## src/iom_pkg.sv

```systemverilog
// shared types and constants for the insertion ordered map
package iom_pkg;

  localparam int ENTRIES  = 16;
  localparam int KEY_W    = 32;
  localparam int VAL_W    = 32;
  localparam int SLOT_W   = $clog2(ENTRIES);
  localparam int LINK_W   = SLOT_W + 1;
  localparam int CNT_W    = $clog2(ENTRIES + 1);
  localparam logic [LINK_W-1:0] NONE_LINK = LINK_W'(ENTRIES);

  localparam int IN_W      = 2 + KEY_W + VAL_W;
  localparam int IN_DATA_W = ((IN_W + 7) / 8) * 8;

  typedef enum logic [1:0] {
    OP_ADD    = 2'd0,
    OP_FIND   = 2'd1,
    OP_REMOVE = 2'd2,
    OP_RSVD   = 2'd3
  } op_t;

  typedef enum logic [1:0] {
    ST_OK      = 2'd0,
    ST_BADKEY  = 2'd1,
    ST_MISSING = 2'd2,
    ST_FULL    = 2'd3
  } status_t;

  // last member sits in the lowest bits
  typedef struct packed {
    logic [CNT_W-1:0] entry_count;
    logic [KEY_W-1:0] tail_key;
    logic [KEY_W-1:0] head_key;
    logic             created;
    logic [VAL_W-1:0] result_value;
    status_t          status;
  } result_t;

  localparam int OUT_W = $bits(result_t);

  typedef enum logic [1:0] {
    CS_IDLE,
    CS_LOOKUP,
    CS_EXEC,
    CS_RESP
  } ctl_state_t;

  typedef struct packed {
    logic capture;
    logic lookup;
    logic execute;
    logic commit;
  } dp_cmd_t;

  typedef struct packed {
    logic mutate;
  } dp_stat_t;

endpackage

```

## src/iom_ctrl.sv

```systemverilog
// request sequencer: capture, match, update, hold result
module iom_ctrl (
  input  logic              clk,
  input  logic              rst,
  input  logic              s_axis_tvalid,
  output logic              s_axis_tready,
  output logic              m_axis_tvalid,
  input  logic              m_axis_tready,
  output iom_pkg::dp_cmd_t  cmd,
  input  iom_pkg::dp_stat_t stat
);

  iom_pkg::ctl_state_t state, state_next;

  always_ff @(posedge clk) begin
    if (rst) begin
      state <= iom_pkg::CS_IDLE;
    end else begin
      state <= state_next;
    end
  end

  always_comb begin
    state_next    = state;
    s_axis_tready = 1'b0;
    m_axis_tvalid = 1'b0;
    cmd           = '0;
    unique case (state)
      iom_pkg::CS_IDLE: begin
        s_axis_tready = 1'b1;
        if (s_axis_tvalid) begin
          cmd.capture = 1'b1;
          state_next  = iom_pkg::CS_LOOKUP;
        end
      end
      iom_pkg::CS_LOOKUP: begin
        cmd.lookup = 1'b1;
        state_next = iom_pkg::CS_EXEC;
      end
      iom_pkg::CS_EXEC: begin
        cmd.execute = 1'b1;
        // tables change only on a new add or a remove that hits
        cmd.commit  = stat.mutate;
        state_next  = iom_pkg::CS_RESP;
      end
      iom_pkg::CS_RESP: begin
        m_axis_tvalid = 1'b1;
        if (m_axis_tready) begin
          state_next = iom_pkg::CS_IDLE;
        end
      end
      default: begin
        state_next = iom_pkg::CS_IDLE;
      end
    endcase
  end

`ifndef SYNTHESIS
  a_one_in_flight: assert property (@(posedge clk) disable iff (rst)
    !(s_axis_tready && m_axis_tvalid))
    else $error("request accepted while a result is pending");

  a_result_latency: assert property (@(posedge clk) disable iff (rst)
    (s_axis_tvalid && s_axis_tready) |-> ##3 m_axis_tvalid)
    else $error("result not presented three cycles after accept");
`endif

endmodule

```

## src/iom_datapath.sv

```systemverilog
// slot tables, insertion list, parallel key match and result register
module iom_datapath (
  input  logic                          clk,
  input  logic                          rst,
  input  logic [iom_pkg::IN_DATA_W-1:0] in_data,
  input  iom_pkg::dp_cmd_t              cmd,
  output iom_pkg::dp_stat_t             stat,
  output iom_pkg::result_t              result
);

  localparam int SW = iom_pkg::SLOT_W;
  localparam int LW = iom_pkg::LINK_W;
  localparam int CW = iom_pkg::CNT_W;
  localparam int KW = iom_pkg::KEY_W;
  localparam int VW = iom_pkg::VAL_W;
  localparam int N  = iom_pkg::ENTRIES;

  // captured request
  iom_pkg::op_t   op_r;
  logic [KW-1:0]  key_r;
  logic [VW-1:0]  val_r;

  // slot tables
  logic [N-1:0]   valid;
  logic [KW-1:0]  key_tab  [N];
  logic [VW-1:0]  val_tab  [N];
  logic [LW-1:0]  prev_tab [N];
  logic [LW-1:0]  next_tab [N];

  // list ends
  logic [LW-1:0]  head, head_next;
  logic [LW-1:0]  tail, tail_next;
  logic [CW-1:0]  cnt, cnt_next;
  logic [KW-1:0]  head_key, head_key_next;
  logic [KW-1:0]  tail_key, tail_key_next;

  // match results
  logic           hit_c, free_ok_c, bad_c, mutate_c;
  logic [SW-1:0]  hit_idx_c, free_idx_c;
  logic           hit_r, free_ok_r, bad_r, mutate_r;
  logic [SW-1:0]  hit_idx_r, free_idx_r;

  // remove neighbors
  logic [LW-1:0]  rm_prev, rm_next, fix_link;
  logic           prev_none, next_none;
  logic [KW-1:0]  fix_key;

  iom_pkg::result_t res_c;

  always_ff @(posedge clk) begin
    if (cmd.capture) begin
      op_r  <= iom_pkg::op_t'(in_data[1:0]);
      key_r <= in_data[KW+1:2];
      val_r <= in_data[KW+VW+1:KW+2];
    end
  end

  // parallel match, lowest slot wins
  always_comb begin
    hit_c      = 1'b0;
    free_ok_c  = 1'b0;
    hit_idx_c  = '0;
    free_idx_c = '0;
    for (int i = N - 1; i >= 0; i--) begin
      if (valid[i] && key_tab[i] == key_r) begin
        hit_c     = 1'b1;
        hit_idx_c = SW'(i);
      end
      if (!valid[i]) begin
        free_ok_c  = 1'b1;
        free_idx_c = SW'(i);
      end
    end
    bad_c    = (key_r == '0) || (op_r == iom_pkg::OP_RSVD);
    mutate_c = !bad_c && (((op_r == iom_pkg::OP_ADD) && !hit_c && free_ok_c) ||
                          ((op_r == iom_pkg::OP_REMOVE) && hit_c));
  end

  always_ff @(posedge clk) begin
    if (cmd.lookup) begin
      hit_r      <= hit_c;
      free_ok_r  <= free_ok_c;
      hit_idx_r  <= hit_idx_c;
      free_idx_r <= free_idx_c;
      bad_r      <= bad_c;
      mutate_r   <= mutate_c;
    end
  end

  assign stat.mutate = mutate_r;

  assign rm_prev   = prev_tab[hit_idx_r];
  assign rm_next   = next_tab[hit_idx_r];
  assign prev_none = (rm_prev == iom_pkg::NONE_LINK);
  assign next_none = (rm_next == iom_pkg::NONE_LINK);
  // the one neighbor whose key may become a new end key
  assign fix_link  = prev_none ? rm_next : rm_prev;
  assign fix_key   = key_tab[fix_link[SW-1:0]];

  always_comb begin
    head_next     = head;
    tail_next     = tail;
    cnt_next      = cnt;
    head_key_next = head_key;
    tail_key_next = tail_key;
    if (cmd.commit) begin
      if (op_r == iom_pkg::OP_ADD) begin
        if (tail == iom_pkg::NONE_LINK) begin
          head_next     = {1'b0, free_idx_r};
          head_key_next = key_r;
        end
        tail_next     = {1'b0, free_idx_r};
        tail_key_next = key_r;
        cnt_next      = cnt + CW'(1);
      end else begin
        if (prev_none) begin
          head_next     = rm_next;
          head_key_next = next_none ? '0 : fix_key;
        end
        if (next_none) begin
          tail_next     = rm_prev;
          tail_key_next = prev_none ? '0 : fix_key;
        end
        cnt_next = cnt - CW'(1);
      end
    end
  end

  always_ff @(posedge clk) begin
    if (rst) begin
      valid    <= '0;
      head     <= iom_pkg::NONE_LINK;
      tail     <= iom_pkg::NONE_LINK;
      cnt      <= '0;
      head_key <= '0;
      tail_key <= '0;
    end else begin
      head     <= head_next;
      tail     <= tail_next;
      cnt      <= cnt_next;
      head_key <= head_key_next;
      tail_key <= tail_key_next;
      if (cmd.commit) begin
        if (op_r == iom_pkg::OP_ADD) begin
          valid[free_idx_r] <= 1'b1;
        end else begin
          valid[hit_idx_r] <= 1'b0;
        end
      end
    end
  end

  always_ff @(posedge clk) begin
    if (cmd.commit) begin
      if (op_r == iom_pkg::OP_ADD) begin
        key_tab[free_idx_r]  <= key_r;
        val_tab[free_idx_r]  <= val_r;
        prev_tab[free_idx_r] <= tail;
        next_tab[free_idx_r] <= iom_pkg::NONE_LINK;
        if (tail != iom_pkg::NONE_LINK) begin
          next_tab[tail[SW-1:0]] <= {1'b0, free_idx_r};
        end
      end else begin
        if (!prev_none) begin
          next_tab[rm_prev[SW-1:0]] <= rm_next;
        end
        if (!next_none) begin
          prev_tab[rm_next[SW-1:0]] <= rm_prev;
        end
      end
    end
  end

  always_comb begin
    res_c              = '0;
    res_c.status       = iom_pkg::ST_OK;
    res_c.head_key     = head_key_next;
    res_c.tail_key     = tail_key_next;
    res_c.entry_count  = cnt_next;
    if (bad_r) begin
      res_c.status = iom_pkg::ST_BADKEY;
    end else if (hit_r) begin
      // existing entry: add, find and remove all report the stored value
      res_c.result_value = val_tab[hit_idx_r];
    end else if (op_r == iom_pkg::OP_ADD) begin
      if (free_ok_r) begin
        res_c.result_value = val_r;
        res_c.created      = 1'b1;
      end else begin
        res_c.status = iom_pkg::ST_FULL;
      end
    end else begin
      res_c.status = iom_pkg::ST_MISSING;
    end
  end

  always_ff @(posedge clk) begin
    if (cmd.execute) begin
      result <= res_c;
    end
  end

`ifndef SYNTHESIS
  a_count_matches_valid: assert property (@(posedge clk) disable iff (rst)
    cnt == CW'($countones(valid)))
    else $error("entry count differs from occupied slots");

  a_empty_list: assert property (@(posedge clk) disable iff (rst)
    (head == iom_pkg::NONE_LINK) == (cnt == '0) &&
    (tail == iom_pkg::NONE_LINK) == (cnt == '0))
    else $error("list ends disagree with entry count");
`endif

endmodule

```

## src/insertion_ordered_map.sv

```systemverilog
// insertion ordered map: one request in flight at a time
// each accepted beat passes through capture, a parallel key match over all
// slots, and the table and list update with the result registered
// a new request is accepted only after the previous result has been taken
// reset: all slots free, list empty, count zero; no clearing pass needed
module insertion_ordered_map (
  input  logic                          clk,
  input  logic                          rst,
  input  logic                          s_axis_tvalid,
  output logic                          s_axis_tready,
  // req_type[1:0], key[33:2], value[65:34], zero fill above
  input  logic [iom_pkg::IN_DATA_W-1:0] s_axis_tdata,
  output logic                          m_axis_tvalid,
  input  logic                          m_axis_tready,
  // status[1:0], result_value[33:2], created[34], head_key[66:35],
  // tail_key[98:67], entry_count[103:99]
  output logic [iom_pkg::OUT_W-1:0]     m_axis_tdata
);

  iom_pkg::dp_cmd_t  cmd;
  iom_pkg::dp_stat_t stat;
  iom_pkg::result_t  result;

  iom_ctrl u_ctrl (
    .clk           (clk),
    .rst           (rst),
    .s_axis_tvalid (s_axis_tvalid),
    .s_axis_tready (s_axis_tready),
    .m_axis_tvalid (m_axis_tvalid),
    .m_axis_tready (m_axis_tready),
    .cmd           (cmd),
    .stat          (stat)
  );

  iom_datapath u_datapath (
    .clk     (clk),
    .rst     (rst),
    .in_data (s_axis_tdata),
    .cmd     (cmd),
    .stat    (stat),
    .result  (result)
  );

  assign m_axis_tdata = result;

endmodule
```

## config.mk

```make
export PLATFORM = sky130hd
export DESIGN_NAME = insertion_ordered_map
export DESIGN_NICKNAME = d
export VERILOG_FILES = /design/src/iom_pkg.sv /design/src/iom_ctrl.sv /design/src/iom_datapath.sv /design/src/insertion_ordered_map.sv
export SDC_FILE = /design/constraint.sdc
export NUM_CORES = 2
export LEC_CHECK = 0
export BUFFER_PORTS_ARGS = -buffer_cell sky130_fd_sc_hd__buf_2
export CAP_MARGIN = 20
export CORE_MARGIN = 2
export CORE_UTILIZATION = 60
export CTS_BUF_LIST = sky130_fd_sc_hd__clkbuf_16
export CTS_CLUSTER_SIZE = 14
export DETAILED_ROUTE_END_ITERATION = 6
export GPL_TIMING_DRIVEN = 0
export PLACE_DENSITY = 0.78
export SLEW_MARGIN = 20
export SYNTH_ARGS = -nofsm -noshare
export SYNTH_HDL_FRONTEND = slang
export SYNTH_SLANG_ARGS = --single-unit
```

## constraint.sdc

```tcl
create_clock -name clk -period 13.27 [get_ports clk]
set_input_delay 0.6635 -clock clk [delete_from_list [all_inputs] [get_ports clk]]
set_output_delay 0.6635 -clock clk [all_outputs]
set_load 0.1 [all_outputs]
```

Word level (Yosys, flattened, before mapping)

Memories as Yosys holds them, arrays and structs flattened.
Index checks and enable logic that the tools add are counted.

Output and inout bits: 106
Bits in latches: 0
ROM bits: 0
Bits in registers: 274
Logic and storage cells: 228
Memories: 4
Memory bits (writable): 1184

Divide/modulo/power cells: 0
Add/subtract/negate cells: 2
Reduce and logical (&&, ||, !) cells: 42
Equal/unequal tests: 27
Magnitude comparators: 4
Multiplexer cells: 117
Shift operators: 0
Bitwise gates (word level): 4
Multiply operators: 0

Memory list:

| name                | depth | width | rd ports | clocked after memory_dff | wr ports | line               | source |
|---|---|---|---|---|---|---|---|
| u_datapath.key_tab  | 16    | 32    | 17       | 0                        | 1        | iom_datapath.sv:25 | `logic [KW-1:0] key_tab [N];` |
| u_datapath.val_tab  | 16    | 32    | 1        | 0                        | 1        | iom_datapath.sv:26 | `logic [VW-1:0] val_tab [N];` |
| u_datapath.next_tab | 16    | 5     | 1        | 0                        | 2        | iom_datapath.sv:28 | `logic [LW-1:0] next_tab [N];` |
| u_datapath.prev_tab | 16    | 5     | 1        | 0                        | 1        | iom_datapath.sv:27 | `logic [LW-1:0] prev_tab [N];` |

Operator list:

| kind                                                              | number |
|---|---|
| == test 32 bit                                                    | 16 |
| two-way mux 32 bit                                                | 11 |
| two-way mux 4 bit                                                 | 19 |
| two-way mux 1 bit                                                 | 59 |
| two-way mux 33 bit                                                | 1 |
| logical NOT 32 bit                                                | 1 |
| two-way mux 5 bit                                                 | 6 |
| two-way mux 3 bit                                                 | 8 |
| logical AND 1 bit                                                 | 22 |
| two-way mux 2 bit                                                 | 9 |
| AND 16 bit                                                        | 1 |
| two-way mux 16 bit                                                | 1 |
| NOT 16 bit                                                        | 1 |
| OR 16 bit                                                         | 1 |
| == test 5 bit, second input constant                              | 3 |
| < comparator 4 x 5 -> 1 bit, second input constant                | 2 |
| OR reduction 5 bit                                                | 2 |
| demux 1 bit (select 4 bit)                                        | 2 |
| == test 2 bit, second input constant                              | 4 |
| greater-or-equal comparator 4 x 1 -> 1 bit, second input constant | 2 |
| one-hot mux 2 bit (4 select lines)                                | 1 |
| AND reduction 8 bit                                               | 1 |
| OR reduction 8 bit                                                | 1 |
| AND reduction 2 bit                                               | 3 |
| 14 further kinds                                                  | 19 |

Depth between registers and ports, before layout

An unclocked memory read counts as a cell.

Depth after elaboration: 24
Gate-level depth with buffers: 17
Mapped depth without buffers: 12

Modules after synthesis

From an unflattened synthesis, not the netlist that was laid out.

Cells, all modules: 4232
Area total of the unflattened synthesis: 63349.5 µm²

Modules (own cells, without submodules):

| module       | instances | area each (µm²) | cells each |
|---|---|---|---|
| iom_datapath | 1         | 63179.3         | 4213 |
| iom_ctrl     | 1         | 170.2           | 19 |

Worst setup path before layout

Ideal clock, no wire load.

Path kind: reg-to-reg
Start point: register u_ctrl.state[0]
End point: register u_datapath.valid[3]
Clock period less this slack: 11066 ps
Library setup time: 85 ps
Data required time: 13185 ps
Cell stages (with the launch flop): 9
Arrival time: 10980 ps
Path buffers: 2
Setup slack: 2204 ps
Cell sequence: dfxtp_1 inv_1 ha_1 and2_1 clkbuf_1 nand2_1 clkbuf_1 nor4_1 o221a_2

Word-level cells in the longest chain between the ends: 2

RTL lines:

| what                          | line                | source |
|---|---|---|
| start, declared               | iom_ctrl.sv:13      | `iom_pkg::ctl_state_t state, state_next;` |
| start signal, assigned        | iom_ctrl.sv:17      | `state <= iom_pkg::CS_IDLE;` |
| start signal, assigned        | iom_ctrl.sv:19      | `state <= state_next;` |
| == test 2 bit                 | iom_ctrl.sv:28      | `unique case (state)` |
| two-way mux 2 bit             | iom_ctrl.sv:28      |  |
| end signal, assigned          | iom_datapath.sv:131 | `valid <= '0;` |
| end signal, assigned by index | iom_datapath.sv:145 | `valid[free_idx_r] <= 1'b1;` |
| end signal, assigned by index | iom_datapath.sv:147 | `valid[hit_idx_r] <= 1'b0;` |
| end, declared                 | iom_datapath.sv:24  | `logic [N-1:0] valid;` |

No other way between the ends.
A chain may end at the register's enable or synchronous reset.

Final worst setup path

Start point: register u_datapath.hit_idx_r[1]
End point: register, netlist name u_datapath.result[40]

Word-level cells in the longest chain between the ends: 8
Elaborated cells between the ends (all ways): 10
Those cells by class: eq/ne (2); mux (5); memory (3)

RTL lines:

| what                            | line                | source |
|---|---|---|
| start, declared                 | iom_datapath.sv:41  | `logic [SW-1:0] hit_idx_r, free_idx_r;` |
| start signal, assigned          | iom_datapath.sv:83  | `hit_idx_r <= hit_idx_c;` |
| memory read (16 x 5 bit)        | -                   |  |
| == test 5 bit                   | iom_datapath.sv:94  | `assign prev_none = (rm_prev == iom_pkg::NONE_LINK);` |
| two-way mux 4 bit               | iom_datapath.sv:97  | `assign fix_link = prev_none ? rm_next : rm_prev;` |
| memory read (16 x 32 bit)       | -                   |  |
| two-way mux 32 bit              | iom_datapath.sv:118 | `head_key_next = next_none ? '0 : fix_key;` |
| two-way mux 32 bit *            | iom_datapath.sv:116 | `if (prev_none) begin` |
| two-way mux 32 bit *            | iom_datapath.sv:107 | `if (op_r == iom_pkg::OP_ADD) begin` |
| two-way mux 32 bit *            | iom_datapath.sv:106 | `if (cmd.commit) begin` |
| net u_datapath.head_key_next[5] | iom_datapath.sv:34  | `logic [KW-1:0] head_key, head_key_next;` |

Mark *: on every way through the listed nets, which the timed path passes. The rest lies on a longest branch.

==> reports/results.txt <==
status - complete, but fails checks
failing checks - design-rule violations
gr usage total - 43.29%
register area share after synthesis - 67.21%
Syn Area/Cell - 15.07 um^2
TritonRoute pass-1 iters - 7
Power Total - 15.63 mW
Via Count - 44030
setup TNS - 0 ns
reg2reg setup slack - 6.32 ns
Die Area - 108500 um^2
antenna violations before repair - 13
Post-Synthesis Cell Area - 63540 um^2
Core Area - 105100 um^2
post-layout util - 69.18%
syn_nets - 4300
fillers - 6932
EDFF count, synth - 1350
Synth top area share - 63.80%
I/O pin cnt - 182
cell area power density - 215.0 nW/um^2
Nets - 4751
post-synthesis async set-or-reset flop share - 0%
RR Startpoint - u_datapath.hit_idx_r[1]$_SDFFCE_PP0N_
most common cell in the netlist - edfxtp_1
worst hold path class - input port to flip-flop
Clock transition at path regs - 0.06 ns
HP Start - s_axis_tdata[27]
Setup WS post-layout - 6.324 ns
hold endpoint - u_datapath.key_r[25]$_DFFE_PP_
crit path DAT - 7.43 ns
CTS tree - done
largest net degree at the start of global routing - 62
Root Driver - clkbuf_16
critical path's most frequent cell - clkbuf_1
synth top area cells - edfxtp_1, mux4_2, xnor2_1, dfxtp_1, nand2_1
initial core utilization - 60.44%
biggest area consumer among synthesized cells - edfxtp_1
max_slew headroom - 14.97%
CP delay by family, top - buffers and inverters
cts hold-fix bufs - 0
Layout area overhead - 14.45%
worst r2r path cells - 13
FMAX - 144.0 MHz
final hold vios - 0
placed cells - 5904
top_reg_cell synth - edfxtp_1
routed vias/inst - 7.123
Post-synth top cells - edfxtp_1, nand2_1, xnor2_1
fraction of layout cells with a size suffix above 1 - 18.13%
Least-Margin Pin Slew - 1.275 ns
CTS Buffer Depth - 3
Slew Limit Fails - 0
Die Height - 329.4 um
CP Max Fanout - 10
IO buf count - 174
post-DR wirelength/cell - 37.97 um
MaxCap Viol Count - 0
GPL Wtd Cong - 1.049
DRC violations left - 3
H-tree depth reported by CTS - 4
Final period util - 52.34%
# rows - 119
WP data required - 13.75 ns
Die X - 329.4 um
DP HPWL - 166600 um
antenna-violating nets left - 0
DP Worst Slack - 6.800 ns
Final setup viols - 0
maximum VDD drop - 0.0002172 V
first-pass GRT wire length - 320600 um
slowest cell delay on critical path - 0.76 ns
CP Cell Sequence - clkbuf_1 > buf_2 > mux4_2 > a22oi_1 > nand2_1 > nor3b_4 > a31oi_1 > clkbuf_1 > clkbuf_1 > buf_1 > a31oi_1 > a22oi_1 > nand3_1
Tmin final - 6.946 ns
Synth Register Bits - 1458
Post-Syn Instances - 4216
Leakage - 24.63 nW
routed wire length - 234700 um
grt total ovfl - 0
Hold Path Stages - 1
vias in the first global route - 41740
WS Path Type - flip-flop to flip-flop
non-filler cells, final - 6182
crit end category - flip-flop
synth unique cells - 65
Post-CTS Resized - 0
CTS sink count - 1458
# Post-CTS Setup Buffers - 0
CTS Buf Count - 149
RSZ-0062 raised after global routing - false
CP max-delay cell - clkbuf_1
Initial DRC Count - 8933
CP bufs+invs - 5
Setup crit start kind - flip-flop
clk_skew - 0.02109 ns
worst skew pair latency - 0.80 ns
YS warnings - 0
reg2reg end - u_datapath.result[40]$_DFFE_PP_
## how the worst max path moves through the flow
| stage | start | to | cells after the start |
|---|---|---|---|
| floorplan | u_ctrl.state[0]$_SDFFE_PP0P_ | u_datapath.valid[3]$_SDFFE_PP0P_ | 8 |
| global placement | u_ctrl.state[0]$_SDFFE_PP0P_ | u_datapath.valid[3]$_SDFFE_PP0P_ | 8 |
| detailed placement | u_datapath.hit_idx_r[1]$_SDFFCE_PP0N_ | u_datapath.result[40]$_DFFE_PP_ | 13 |
| CTS | u_datapath.hit_idx_r[1]$_SDFFCE_PP0N_ | u_datapath.result[40]$_DFFE_PP_ | 13 |
| global route | u_datapath.hit_idx_r[1]$_SDFFCE_PP0N_ | u_datapath.result[40]$_DFFE_PP_ | 13 |
| finish | u_datapath.hit_idx_r[1]$_SDFFCE_PP0N_ | u_datapath.result[40]$_DFFE_PP_ | 13 |
## where the power goes
| part | internal [mW] | switching (mW) |
|---|---|---|
| clock network | 2.39 | 1.90 |
| logic | 1.41 | 4.11 |
| registers | 5.48 | 0.348 |
## kinds of logic (layout without fill, tap and decap cells)
group | Yosys count | after routing | share of synthesized area, %
flops | 1458 | 1458 | 67.21
simple gates | 1075 | 1075 | 8.044
xor+xnor | 516 | 516 | 7.113
compound gates | 507 | 507 | 5.689
mux | 374 | 374 | 9.941
buf+inv | 278 | 849 | 1.837
fa+ha+maj | 8 | 8 | 0.1693
other cells | 0 | 4 | 0
## placed cells by master, fill, tap and decap left out, types with 65 or more instances in the layout
| cell type | netlist | routed |
|---|---|---|
| buf_2 | 48 | 260 |
| nor2_1 | 185 | 176 |
| a31oi_1 | 66 | 65 |
| nand2_1 | 457 | 457 |
| and2_1 | 74 | 73 |
| o22ai_1 | 73 | 73 |
| nand4_1 | 101 | 101 |
| edfxtp_1 | 1350 | 1350 |
| xor2_1 | 135 | 135 |
| mux4_2 | 205 | 205 |
| clkbuf_1 | 133 | 131 |
| clkbuf_16 | 0 | 151 |
| dfxtp_1 | 108 | 108 |
| xnor2_1 | 381 | 381 |
| mux2i_1 | 163 | 163 |
## layer usage
layer	up-vias	track usage, %	share of wire (%)
met2	4163	63.73	44
met5	-	0	0.020
met3	652	13.19	15
met1	22060	59.16	35
li1	17160	-	-
met4	6	21.40	5.8
## per-stage QoR
step | cell area (um^2) | hold slack (ns)
floorplan | 63540 | 0.4546
global placement | 66150 | 0.4729
detailed placement | 67740 | 0.4810
CTS | 72640 | 0.01883
global route | 72710 | 0.04138
finish | 72720 | 0.04087
## cell type report
| cell class | count | area, um^2 | area share (%) |
|---|---|---|---|
| Antenna cell | 4 | 10.01 | 0.01376 |
| Buffer | 263 | 1139 | 1.566 |
| Clock buffer | 151 | 3779 | 5.196 |
| Clock inverter | 120 | 1127 | 1.550 |
| Inverter | 15 | 56.30 | 0.07743 |
| Multi-Input combinational cell | 2480 | 19810 | 27.25 |
| Sequential cell | 1458 | 42700 | 58.72 |
| Tap cell | 1391 | 1740 | 2.393 |
| Timing Repair Buffer | 300 | 2354 | 3.236 |
## state kept, by name, indices dropped and copies added, names as in the netlist, 16 cells and up
name                 count
u_datapath.head_key     32
u_datapath.key_r        32
u_datapath.key_tab     512
u_datapath.next_tab     80
u_datapath.prev_tab     80
u_datapath.result      104
u_datapath.tail_key     32
u_datapath.val_r        32
u_datapath.val_tab     512
u_datapath.valid        16
(Power assumes the default switching activity.)
